## src/rtl/tfv_pkg.sv

```systemverilog
// tfv_pkg: shared types, character codes and date helpers for the text field validator
// no dependencies; imported by text_field_validator_unit
package tfv_pkg;

   typedef enum logic [1:0] {
      KIND_DATE    = 2'd0,
      KIND_INT     = 2'd1,
      KIND_DEC     = 2'd2,
      KIND_UNKNOWN = 2'd3
   } kind_type;

   localparam int CSR_ADDR_W = 3;
   localparam int CSR_DATA_W = 32;
   localparam int YEAR_W     = 14;
   localparam int DATE_W     = 7;
   localparam int POS_W      = 4;

   // register index is the word address
   localparam logic REG_EARLIEST_YEAR = 1'b0;

   localparam logic [YEAR_W-1:0] EARLIEST_YEAR_RESET = 14'd1500;

   localparam logic [7:0] CHAR_ZERO  = 8'd48;
   localparam logic [7:0] CHAR_NINE  = 8'd57;
   localparam logic [7:0] CHAR_PLUS  = 8'h2b;
   localparam logic [7:0] CHAR_MINUS = 8'h2d;
   localparam logic [7:0] CHAR_POINT = 8'h2e;

   localparam logic [POS_W-1:0] POS_MAX       = 4'd15;
   localparam logic [POS_W-1:0] POS_DATE_LEN  = 4'd8;
   localparam logic [POS_W-1:0] POS_MONTH_1ST = 4'd4;
   localparam logic [POS_W-1:0] POS_DAY_1ST   = 4'd6;

   // month length, leap flag decided by the caller
   function automatic logic [DATE_W-1:0] days_in_month(input logic [DATE_W-1:0] month,
                                                      input logic leap);
      logic [DATE_W-1:0] days;
      case (month)
         7'd4, 7'd6, 7'd9, 7'd11: days = 7'd30;
         7'd2:                    days = leap ? 7'd29 : 7'd28;
         default:                 days = 7'd31;
      endcase
      return days;
   endfunction

endpackage

```

## src/rtl/text_field_validator_unit.sv

```systemverilog
// text_field_validator_unit: character-serial validator for date, integer and decimal fields
// depends on tfv_pkg (kinds, character codes, month lengths)
//
//   channel   direction  handshake              payload
//   req       in         req_valid/req_ready    command, character, empty_field, last
//   rsp       out        rsp_valid/rsp_ready    invalid (one item per field)
//   csr       in         psel/penable/pwrite    earliest_year at byte address 0
//
// one character per cycle if no close stalls: input register, field state, result register
// a result is registered when the closing character leaves the input register
// reset clears field state and restores earliest_year to 1500
// a stalled result holds back only an input item that closes a field
module text_field_validator_unit (
   input  logic                         clock,
   input  logic                         reset,
   input  logic                         req_valid,
   output logic                         req_ready,
   input  logic [1:0]                   req_command,
   input  logic [7:0]                   req_character,
   input  logic                         req_empty_field,
   input  logic                         req_last,
   output logic                         rsp_valid,
   input  logic                         rsp_ready,
   output logic                         rsp_invalid,
   input  logic                         psel,
   input  logic                         penable,
   input  logic                         pwrite,
   input  logic [tfv_pkg::CSR_ADDR_W-1:0] paddr,
   input  logic [tfv_pkg::CSR_DATA_W-1:0] pwdata,
   output logic [tfv_pkg::CSR_DATA_W-1:0] prdata,
   output logic                         pready
);
   import tfv_pkg::*;

   // configuration
   logic [YEAR_W-1:0] earliest_ff, earliest_in;
   logic              csr_write;

   // input register
   logic              in_valid_ff, in_valid_in;
   kind_type          cmd_ff;
   logic [7:0]        char_ff;
   logic              empty_ff, last_ff;

   // field state
   logic [POS_W-1:0]  pos_ff, pos_in;
   kind_type          kind_ff, kind_in;
   logic [YEAR_W-1:0] year_ff, year_in;
   logic [DATE_W-1:0] month_ff, month_in;
   logic [DATE_W-1:0] day_ff, day_in;
   logic              seen_ff, seen_in;
   logic              bad_ff, bad_in;
   logic              sign_ff, sign_in;
   logic              low_zero_ff, low_zero_in;
   logic [1:0]        cent_mod4_ff, cent_mod4_in;

   // result register
   logic              rsp_valid_ff, rsp_valid_in;
   logic              rsp_invalid_ff, rsp_invalid_in;

   logic              first, digit, sign, point, closes, advance;
   logic [3:0]        digit_val;
   logic [YEAR_W-1:0] year_step;
   logic [DATE_W-1:0] month_step, day_step;
   logic [POS_W-1:0]  pos_step;
   logic              leap, date_bad, invalid_now;
   kind_type          kind_now;

   assign pready    = 1'b1;
   assign csr_write = psel && penable && pwrite && pready;
   assign prdata    = (paddr[2] == REG_EARLIEST_YEAR)
                      ? {{(CSR_DATA_W-YEAR_W){1'b0}}, earliest_ff} : '0;

   always_comb begin
      earliest_in = earliest_ff;
      if (csr_write && paddr[2] == REG_EARLIEST_YEAR) begin
         earliest_in = pwdata[YEAR_W-1:0];
      end
   end

   // handshake and flow
   assign closes    = empty_ff || last_ff;
   assign advance   = in_valid_ff && (!closes || !rsp_valid_ff || rsp_ready);
   assign req_ready = !in_valid_ff || advance;
   assign in_valid_in = req_ready ? req_valid : in_valid_ff;

   // character classes
   assign digit     = (char_ff >= CHAR_ZERO) && (char_ff <= CHAR_NINE);
   assign sign      = (char_ff == CHAR_PLUS) || (char_ff == CHAR_MINUS);
   assign point     = (char_ff == CHAR_POINT);
   assign digit_val = 4'(char_ff - CHAR_ZERO);

   // state is already clear at position zero, only the kind is taken fresh
   assign first    = (pos_ff == '0);
   assign kind_now = first ? cmd_ff : kind_ff;
   assign pos_step = (pos_ff == POS_MAX) ? POS_MAX : pos_ff + 1'b1;

   assign year_step  = YEAR_W'(year_ff * 4'd10) + YEAR_W'(digit_val);
   assign month_step = DATE_W'(month_ff * 4'd10) + DATE_W'(digit_val);
   assign day_step   = DATE_W'(day_ff * 4'd10) + DATE_W'(digit_val);

   always_comb begin
      year_in      = year_ff;
      month_in     = month_ff;
      day_in       = day_ff;
      seen_in      = seen_ff;
      bad_in       = bad_ff;
      sign_in      = sign_ff;
      low_zero_in  = low_zero_ff;
      cent_mod4_in = cent_mod4_ff;
      case (kind_now)
         KIND_DATE: begin
            if (!digit || pos_ff >= POS_DATE_LEN) begin
               bad_in = 1'b1;
            end else if (pos_ff < POS_MONTH_1ST) begin
               year_in = year_step;
               // track the century digits mod 4 and whether the low two digits are zero
               if (pos_ff == 4'd1) cent_mod4_in = year_step[1:0];
               if (pos_ff == 4'd2) low_zero_in = (digit_val == 4'd0);
               if (pos_ff == 4'd3) low_zero_in = low_zero_ff && (digit_val == 4'd0);
            end else if (pos_ff < POS_DAY_1ST) begin
               month_in = month_step;
            end else begin
               day_in = day_step;
            end
         end
         KIND_INT: begin
            if (first) begin
               if (sign) sign_in = 1'b1;
               else if (!digit) bad_in = 1'b1;
            end else if (!digit) begin
               bad_in = 1'b1;
            end
         end
         KIND_DEC: begin
            if (point) begin
               if (seen_ff) bad_in = 1'b1;
               seen_in = 1'b1;
            end else if (first) begin
               if (!sign && !digit) bad_in = 1'b1;
            end else if (!digit) begin
               bad_in = 1'b1;
            end
         end
         default: bad_in = 1'b1;
      endcase
   end

   // year is final once the month digits start, so the leap flag comes from registers
   assign leap = (year_ff[1:0] == 2'd0) && (!low_zero_ff || cent_mod4_ff == 2'd0);

   assign date_bad = bad_in || pos_step != POS_DATE_LEN || year_ff < earliest_ff
                     || month_ff < 7'd1 || month_ff > 7'd12
                     || day_in < 7'd1 || day_in > days_in_month(month_ff, leap);

   always_comb begin
      case (kind_now)
         KIND_DATE: invalid_now = date_bad;
         KIND_INT:  invalid_now = bad_in || (sign_in && pos_step == 4'd1);
         KIND_DEC:  invalid_now = bad_in;
         default:   invalid_now = 1'b1;
      endcase
   end

   always_comb begin
      rsp_valid_in   = rsp_valid_ff && !rsp_ready;
      rsp_invalid_in = rsp_invalid_ff;
      if (advance && closes) begin
         rsp_valid_in   = 1'b1;
         rsp_invalid_in = empty_ff ? 1'b1 : invalid_now;
      end
   end

   always_ff @(posedge clock) begin
      if (req_ready) begin
         cmd_ff   <= kind_type'(req_command);
         char_ff  <= req_character;
         empty_ff <= req_empty_field;
         last_ff  <= req_last;
      end
      rsp_invalid_ff <= rsp_invalid_in;
   end

   always_ff @(posedge clock) begin
      if (reset) begin
         earliest_ff  <= EARLIEST_YEAR_RESET;
         in_valid_ff  <= 1'b0;
         rsp_valid_ff <= 1'b0;
         pos_ff       <= '0;
         kind_ff      <= KIND_DATE;
         year_ff      <= '0;
         month_ff     <= '0;
         day_ff       <= '0;
         seen_ff      <= 1'b0;
         bad_ff       <= 1'b0;
         sign_ff      <= 1'b0;
         low_zero_ff  <= 1'b0;
         cent_mod4_ff <= '0;
      end else begin
         earliest_ff  <= earliest_in;
         in_valid_ff  <= in_valid_in;
         rsp_valid_ff <= rsp_valid_in;
         if (advance) begin
            if (closes) begin
               pos_ff       <= '0;
               kind_ff      <= KIND_DATE;
               year_ff      <= '0;
               month_ff     <= '0;
               day_ff       <= '0;
               seen_ff      <= 1'b0;
               bad_ff       <= 1'b0;
               sign_ff      <= 1'b0;
               low_zero_ff  <= 1'b0;
               cent_mod4_ff <= '0;
            end else begin
               pos_ff       <= pos_in;
               kind_ff      <= kind_in;
               year_ff      <= year_in;
               month_ff     <= month_in;
               day_ff       <= day_in;
               seen_ff      <= seen_in;
               bad_ff       <= bad_in;
               sign_ff      <= sign_in;
               low_zero_ff  <= low_zero_in;
               cent_mod4_ff <= cent_mod4_in;
            end
         end
      end
   end

   assign pos_in  = pos_step;
   assign kind_in = kind_now;

   assign rsp_valid   = rsp_valid_ff;
   assign rsp_invalid = rsp_invalid_ff;

   // a field in progress never starts from leftover state
   a_clear_at_start: assert property (@(posedge clock) disable iff (reset)
      pos_ff == '0 |-> !bad_ff && !seen_ff && !sign_ff && year_ff == '0 && day_ff == '0)
      else $error("field state not clear at position zero");

   a_sign_only_int: assert property (@(posedge clock) disable iff (reset)
      sign_ff |-> kind_ff == KIND_INT && pos_ff != '0)
      else $error("sign flag outside an integer field");

   a_point_only_dec: assert property (@(posedge clock) disable iff (reset)
      seen_ff |-> kind_ff == KIND_DEC)
      else $error("point flag outside a decimal field");

   a_close_gives_item: assert property (@(posedge clock) disable iff (reset)
      advance && closes |=> rsp_valid_ff)
      else $error("closing item produced no result");

   a_stall_only_on_close: assert property (@(posedge clock) disable iff (reset)
      in_valid_ff && !advance |-> closes && rsp_valid_ff && !rsp_ready)
      else $error("input stage stalled without a blocked result");

endmodule
```

## config.mk

```make
export PLATFORM = sky130hd
export DESIGN_NAME = text_field_validator_unit
export DESIGN_NICKNAME = d
export VERILOG_FILES = /design/src/rtl/tfv_pkg.sv /design/src/rtl/text_field_validator_unit.sv
export SDC_FILE = /design/constraint.sdc
export NUM_CORES = 1
export LEC_CHECK = 0
export BUFFER_PORTS_ARGS = -buffer_cell sky130_fd_sc_hd__buf_2
export CORE_ASPECT_RATIO = 0.75
export CORE_UTILIZATION = 50
export DETAILED_ROUTE_END_ITERATION = 6
export PLACE_DENSITY = 0.71
export SYNTH_ARGS = -nofsm -noshare
export SYNTH_HDL_FRONTEND = slang
export SYNTH_SLANG_ARGS = --single-unit
```

## constraint.sdc

```tcl
create_clock -name clock -period 7.1 [get_ports clock]
set_input_delay 1.065 -clock clock [delete_from_list [all_inputs] [get_ports clock]]
set_output_delay 1.065 -clock clock [all_outputs]
set_load 0.02 [all_outputs]
```

==> results of run 1 <==
synth_stat cells (7+ instances only):
cell	instances	area, um^2
sky130_fd_sc_hd__inv_1	27	101
sky130_fd_sc_hd__nand2_1	56	210
sky130_fd_sc_hd__buf_4	19	143
sky130_fd_sc_hd__edfxtp_1	13	390
sky130_fd_sc_hd__xor2_1	7	61.3
sky130_fd_sc_hd__o21ai_0	12	60.1
sky130_fd_sc_hd__nand3_1	13	65.1
sky130_fd_sc_hd__ha_1	56	701
sky130_fd_sc_hd__nor3_1	15	75.1
sky130_fd_sc_hd__xnor2_1	25	219
sky130_fd_sc_hd__a21oi_1	52	260
sky130_fd_sc_hd__o211ai_1	8	60.1
sky130_fd_sc_hd__a22oi_1	18	135
sky130_fd_sc_hd__clkbuf_1	15	56.3
sky130_fd_sc_hd__dfxtp_1	56	1120
sky130_fd_sc_hd__nor2_1	75	282
sky130_fd_sc_hd__a21o_1	10	75.1
sky130_fd_sc_hd__nor2b_1	7	43.8
area by class of cell:
class	instances	area [um^2]
Inverter	28	105
Multi-Input combinational cell	442	2960
Timing Repair Buffer	51	258
Clock buffer	10	229
Clock inverter	6	93.8
Fill cell	798	3770
Tap cell	128	160
Sequential cell	69	1510
sequential cells by signal, indices dropped and copies added (netlist names):
signal        count
kind_ff           2
seen_ff           1
day_ff            7
in_valid_ff       1
earliest_ff      14
empty_ff          1
year_ff          14
last_ff           1
char_ff           8
low_zero_ff       1
cmd_ff            2
month_ff          7
rsp_invalid       1
rsp_valid         1
bad_ff            1
pos_ff            4
cent_mod4_ff      2
sign_ff           1
power by group:
group          internal, mW  total (mW)  switching, mW
Sequential            0.407       0.416        0.00886
Clock                 0.310       0.484          0.174
Combinational        0.0245      0.0763         0.0518
Total                 0.742       0.977          0.234
through the flow:
stage                     cells  area, um^2  setup slack (ns)  hold WS (ns)
final                       734        5320              3.72         0.455
after detailed placement    718        4990              3.81         0.443
after CTS                   734        5320              3.76         0.458
after global placement      718        4990              3.83         0.443
after floorplan             573        4780              4.24         0.420
after global routing        734        5320              3.55         0.474
layer usage:
layer	vias to the layer above	track usage (%)	part of all wire [%]
li1	2020	-	-
met1	1850	33.9	49
met2	135	35.6	44
met3	13	3.96	5.5
met4	0	7.56	1.2
met5	-	0	0
kinds of logic after synthesis:
logic type | after synthesis | synth area share, %
multiplexers | 5 | 1.22
AND/OR/NAND/NOR | 204 | 20.7
buffers and inverters | 62 | 6.45
AO/OA/AOI/OAI | 120 | 16.0
flip-flops | 69 | 32.1
XOR/XNOR | 32 | 5.95
other | 2 | 0.159
adder cells (fa/ha/maj) | 62 | 17.4
tightest hold or removal path, cell delays in order (launching register included):
cell,delay [ns]
sky130_fd_sc_hd__dfxtp_1,0.31
sky130_fd_sc_hd__nand2_1,0.05
sky130_fd_sc_hd__a21oi_1,0.05
path summary, 6_finish.rpt:
check / start / end / slack, ns / depth (start not counted)
worst max-delay path: pos_ff[1]$_SDFFE_PP0P_ / rsp_invalid$_SDFFCE_PP1P_ / 3.72 / 11
worst min-delay path: earliest_ff[9]$_SDFFE_PP0P_ / earliest_ff[9]$_SDFFE_PP0P_ / 0.45 / 2
worst max register to register: pos_ff[1]$_SDFFE_PP0P_ / rsp_invalid$_SDFFCE_PP1P_ / 3.72 / 11
worst min register to register: earliest_ff[9]$_SDFFE_PP0P_ / earliest_ff[9]$_SDFFE_PP0P_ / 0.45 / 2
==> reports/metrics.cfg, run 1 <==
[run_status]
run_status=finished, final reports clean

[cells_and_area]
final_nets=717
final_core_util_pct=58.5
leading_cell_types_in_the_layout_fill_and_taps_excluded=sky130_fd_sc_hd__nor2_1, sky130_fd_sc_hd__nand2_1, sky130_fd_sc_hd__ha_1, sky130_fd_sc_hd__dfxtp_1, sky130_fd_sc_hd__a21oi_1
area_growth_syn_to_layout_pct=12.9
final_common_cell=sky130_fd_sc_hd__nor2_1
antenna_cells=0
post_route_cells_drive_above_1_share_pct=12.9

[worst_setup_path]
timing.critical_path.buf_inv=1
category_of_the_worst_setup_path_capture_point=flip-flop
path_delay_family=compound AO/OA/AOI/OAI gates
data_arrival_time_of_the_critical_path_ns=3.44
setup.worst_path.start_class=flip-flop
category_of_the_most_critical_setup_path=flip-flop to flip-flop
critPathSlowestCell=sky130_fd_sc_hd__a2111oi_1
critical_path.max_fanout=8
cp_data_required_time_ns=7.17
path_cells=inv_1, ha_1, nor3b_4, mux2_4, nand4_4, mux2_2, ha_1, a21oi_1, a21oi_1, a2111oi_1, o21ai_1
timing.critical_path.slowest_cell_delay_ns=0.58

[routing]
routed_wire_length_per_instance_um=15.0
drt_first_pass_iters=5
route.antenna.remaining_nets=0
via_count=4018
drc=0
vias_per_cell=5.47
routed_wl_um=11000
dr.first_iter.drc_count=268

[cts]
cts_made_buffers=9
cts-root-to-sink-buffers=2
cts_htree_levels=3
clockRootBuffer=sky130_fd_sc_hd__clkbuf_16
clock_sinks=69
clock_tree_from_tritoncts=yes
cts-hold-fix-buffers=0
path_clk_slew_ns=0.06
cts.repair.resized=0
post-cts-setup-buffers=0
clk_latency_ns=0.33

[place]
gp_congestion=0.836
dp_hpwl_um=8110
port_buffers=50

[synthesis]
postSynthCellCount=556
postSynthRegisterBits=69
synthesis.yosys.warnings=0
number_of_enable_flip_flop_cells_after_synthesis=13
synthesis.area_mm2=0.00471
synth_ff_type=sky130_fd_sc_hd__dfxtp_1
ys_types=57
synth-seq-area-share_pct=32.1
synthesis.area_per_instance_um2=8.47
synthArstFlopShare_pct=0

[grt]
largest_net_degree_at_the_start_of_global_routing=51
global_router_s_overall_resource_usage_pct=23.5
grt_pass1_vias=3698
grt_overflow=0
grt_first_pass_wirelength_um=17800
antenna_violations_before_repair=0

[sta]
finalSetupTns_ns=0
report.final.hold_viol_count=0
worst_slew_margin_rel_pct=35.6
timing_max_transition_violations_final=0
fmax_mhz=296
post-route-min-period_ns=3.38
finalCritPeriodShare_pct=47.6
timing.clock.skew_ns=0.00826
worstMarginPinSlew_ns=0.967
final-setup-viol-count=0
rsz0062_at_grt=false

[die]
die_x_um=114
floorplan.core_area_mm2=0.00908
num_rows=30
dieHeight_um=86.1
io_pins=90
initial_utilization_pct=51.9
fp.dieArea_mm2=0.00982

[pwr]
fin_total_pwr_mw=0.977
leakage_nw=2.40
irDropWorstVdd_mv=0.172
power.density_mw_per_mm2=184

[job]
cap_violations=0

[worst_hold_path]
holdCritPathClass=flip-flop to flip-flop

Note: power is estimated with default switching activity, not from simulation.
==> run 2: changes to the inputs <==
--- a/config.mk
+++ b/config.mk
@@ -5,11 +5,12 @@
 export SDC_FILE = /design/constraint.sdc
 export NUM_CORES = 1
 export LEC_CHECK = 0
+export ABC_AREA = 1
 export BUFFER_PORTS_ARGS = -buffer_cell sky130_fd_sc_hd__buf_2
 export CORE_ASPECT_RATIO = 0.75
 export CORE_UTILIZATION = 50
 export DETAILED_ROUTE_END_ITERATION = 6
-export PLACE_DENSITY = 0.71
+export PLACE_DENSITY = 0.73
 export SYNTH_ARGS = -nofsm -noshare
 export SYNTH_HDL_FRONTEND = slang
 export SYNTH_SLANG_ARGS = --single-unit
==> constraint.sdc (replaced) <==
create_clock -name clock -period 3 [get_ports clock]
set_input_delay 0.45 -clock clock [delete_from_list [all_inputs] [get_ports clock]]
set_output_delay 0.45 -clock clock [all_outputs]
set_load 0.02 [all_outputs]
==> run 2 against run 1 <==
Against the previous run: flip-flop and latch count did not move; total power rose by 130%; clock skew fell by 0.00086 ns; combinational power rose to 3.7 times the previous value; clock power rose by 110%; critical path type unchanged; critical endpoint is now year_ff[13]$_SDFFE_PP0P_; largest cell class unchanged; largest power group unchanged.
==> reports/metrics.cfg, run 2 <==
[worst_setup_path]
setup.worst_path.start_class=flip-flop
path_cells=ha_1, ha_1, inv_1, fa_1, a21o_1, nor2_1, nand2_1, nor2_1, nand2_1, nor2_1, nand3_1, nand3_1, a21oi_1
cp_data_required_time_ns=3.21  ; -3.96 ns
critical_path.max_fanout=6  ; -2
category_of_the_most_critical_setup_path=flip-flop to flip-flop
critPathSlowestCell=sky130_fd_sc_hd__dfxtp_1
rr_worst_depth=13  ; +2
timing.critical_path.slowest_cell_delay_ns=0.47  ; -0.11 ns
crit_top_cell=sky130_fd_sc_hd__nor2_1
data_arrival_time_of_the_critical_path_ns=3.00  ; -0.44 ns
category_of_the_worst_setup_path_capture_point=flip-flop

[cts]
cts_htree_levels=3  ; unchanged
clk_latency_ns=0.34  ; about the same
path_clk_slew_ns=0.06  ; about the same
clock_tree_from_tritoncts=yes
clock_sinks=69  ; unchanged
clockRootBuffer=sky130_fd_sc_hd__clkbuf_16
cts_made_buffers=9  ; unchanged
cts-root-to-sink-buffers=2  ; unchanged

[die]
fp.dieArea_mm2=0.0108  ; +10%
floorplan.core_area_mm2=0.00989  ; +8.9%
num_rows=31  ; +3.3%
die_x_um=120  ; +4.9%
dieHeight_um=90.3  ; +4.9%
initial_utilization_pct=52.5  ; +0.64 points
io_pins=90  ; unchanged

[pwr]
fin_total_pwr_mw=2.29  ; +130%
irDropWorstVdd_mv=0.294  ; +71%
power.density_mw_per_mm2=391  ; +110%
leakage_nw=2.85  ; +19%

[sta]
report.final.hold_viol_count=0  ; unchanged
finalSetupTns_ns=0  ; unchanged
finalHoldWorstSlack_ns=0.285  ; -0.170 ns
setup_slack_ns=0.210  ; -3.51 ns
timing.clock.skew_ns=0.00740  ; -0.000861 ns
worstMarginPinSlew_ns=0.711  ; -0.256 ns
timing_max_transition_violations_final=0  ; unchanged
post-route-min-period_ns=2.79  ; -0.586 ns
fmax_mhz=358  ; +21%
worst_slew_margin_rel_pct=52.6  ; +17 points
final-setup-viol-count=0  ; unchanged
finalCritPeriodShare_pct=93.0  ; +45 points

[cells_and_area]
final_core_util_pct=59.1  ; +0.59 points
final-seq-area_mm2=0.00151  ; unchanged
post_route_cells_drive_above_1_share_pct=15.0  ; +2.1 points
largest_registers=earliest_ff: 14 flops, year_ff: 14 flops, char_ff: 8 flops
multiInputGateArea_mm2=0.00319  ; +7.7%
final_cell_area_mm2=0.00585  ; +10%
leading_cell_types_in_the_layout_fill_and_taps_excluded=sky130_fd_sc_hd__nand2_1, sky130_fd_sc_hd__inv_1, sky130_fd_sc_hd__a21oi_1
final_cell_count_no_fill=901  ; +23%
area_growth_syn_to_layout_pct=12.6
fillerInstances=922  ; +16%
final_nets=881  ; +23%
final_common_cell=sky130_fd_sc_hd__nand2_1
antenna_cells=0  ; unchanged

[grt]
largest_net_degree_at_the_start_of_global_routing=33  ; -35%
grt_pass1_vias=4475  ; +21%
antenna_violations_before_repair=0  ; unchanged
grt_overflow=0  ; unchanged
grt_first_pass_wirelength_um=20400  ; +15%
global_router_s_overall_resource_usage_pct=23.6  ; +0.078 points

[synthesis]
synth.top_cells.by_area=sky130_fd_sc_hd__dfxtp_1, sky130_fd_sc_hd__ha_1, sky130_fd_sc_hd__nand2_1
postSynthCellCount=709  ; +28%
synthesis.yosys.warnings=0  ; unchanged
synthesis.area_per_instance_um2=7.33  ; -14%
postSynthRegisterBits=69  ; unchanged
netlist.top_cell.by_area=sky130_fd_sc_hd__dfxtp_1
synth-seq-area-share_pct=29.1  ; -3.0 points
post_synth_most_frequent_cells=sky130_fd_sc_hd__nand2_1, sky130_fd_sc_hd__inv_1, sky130_fd_sc_hd__a21oi_1, sky130_fd_sc_hd__dfxtp_1, sky130_fd_sc_hd__ha_1
ys_types=46  ; -19%
synth_ff_type=sky130_fd_sc_hd__dfxtp_1
synthArstFlopShare_pct=0  ; unchanged
post-synth-top-area-fraction_pct=21.6  ; -2.2 points
number_of_enable_flip_flop_cells_after_synthesis=13  ; unchanged
synthesis.area_mm2=0.00519  ; +10%
yosysMostFrequentCell=sky130_fd_sc_hd__nand2_1

[routing]
routed_wire_length_per_instance_um=13.5  ; -9.5%
dr.first_iter.drc_count=330  ; +23%
vias_per_cell=5.26  ; -3.8%
drc=0  ; unchanged
drt_first_pass_iters=5  ; unchanged
route.antenna.remaining_nets=0  ; unchanged
via_count=4743  ; +18%
routed_wl_um=12200  ; +11%

[worst_hold_path]
holdCritPathClass=input pin to flip-flop
worstHoldPathCells=1  ; -1

[place]
dpl_cell_area_mm2=0.00554  ; +11%
dpl.cell_count=884  ; +23%
dp_hpwl_um=9410  ; +16%
port_buffers=50  ; unchanged
dpl_worst_slack_ns=0.209  ; -3.60 ns
gp_congestion=0.907  ; +8.4%

[job]
cap_violations=0  ; unchanged

[run_status]
run_status=finished, final reports clean

[run 2: worst paths after layout]
path | start | to | slack (ns)
max reg2reg | year_ff[1]$_SDFFE_PP0P_ | year_ff[13]$_SDFFE_PP0P_ | 0.21
max | year_ff[1]$_SDFFE_PP0P_ | year_ff[13]$_SDFFE_PP0P_ | 0.21
min | req_command[1] | cmd_ff[1]$_DFFE_PP_ | 0.28
min reg2reg | seen_ff$_SDFFE_PP0P_ | seen_ff$_SDFFE_PP0P_ | 0.47
[run 2: what timing repair did]
action / CTS / global route
setup endpoints to repair: 0 / 1
setup buffers: 0 / 2
hold buffers: 0 / 0
gates resized for setup: 0 / 2
[run 2: where the power goes]
group / internal (mW) / switching [mW] / leakage, nW
Clock: 0.621 / 0.393 / 0.141
Combinational: 0.0939 / 0.185 / 2.12
Sequential: 0.974 / 0.0204 / 0.590
Total: 1.69 / 0.599 / 2.85
[run 2: final cells by class]
cell class / instances / area share, %
multi-input cells: 527 / 54.5
flip-flops and latches: 69 / 25.8
inverters: 97 / 6.23
repair buffers: 61 / 5.69
clock buffers: 12 / 4.56
well taps: 132 / 2.82
clock inverters: 3 / 0.321
[run 2: worst max-delay path, delay by kind of cell (launching register included)]
family          cells  cell delay (ns)
compound gates      2             0.28
simple gates        7             0.81
fa+ha+maj           3             1.01
buf+inv             1             0.09
flops               1             0.47
[run 2: metal layers]
| metal | wire, um | vias to the layer above | track usage (%) |
|---|---|---|---|
| met5 | 0 | - | 0 |
| li1 | - | 2410 | - |
| met1 | 6110 | 2173 | 33.4 |
| met2 | 5130 | 144 | 35.7 |
| met3 | 797 | 16 | 4.92 |
| met4 | 165 | 0 | 7.40 |
[run 2: cell families (layout without fill, tap and decap cells)]
family | count (synthesis) | after routing | synth area share, %
compound gates | 117 | 117 | 12.8
other cells | 2 | 19 | 0.145
flops | 69 | 69 | 29.1
xor+xnor | 15 | 15 | 2.53
fa+ha+maj | 62 | 62 | 15.8
simple gates | 314 | 314 | 28.7
buf+inv | 130 | 173 | 10.9
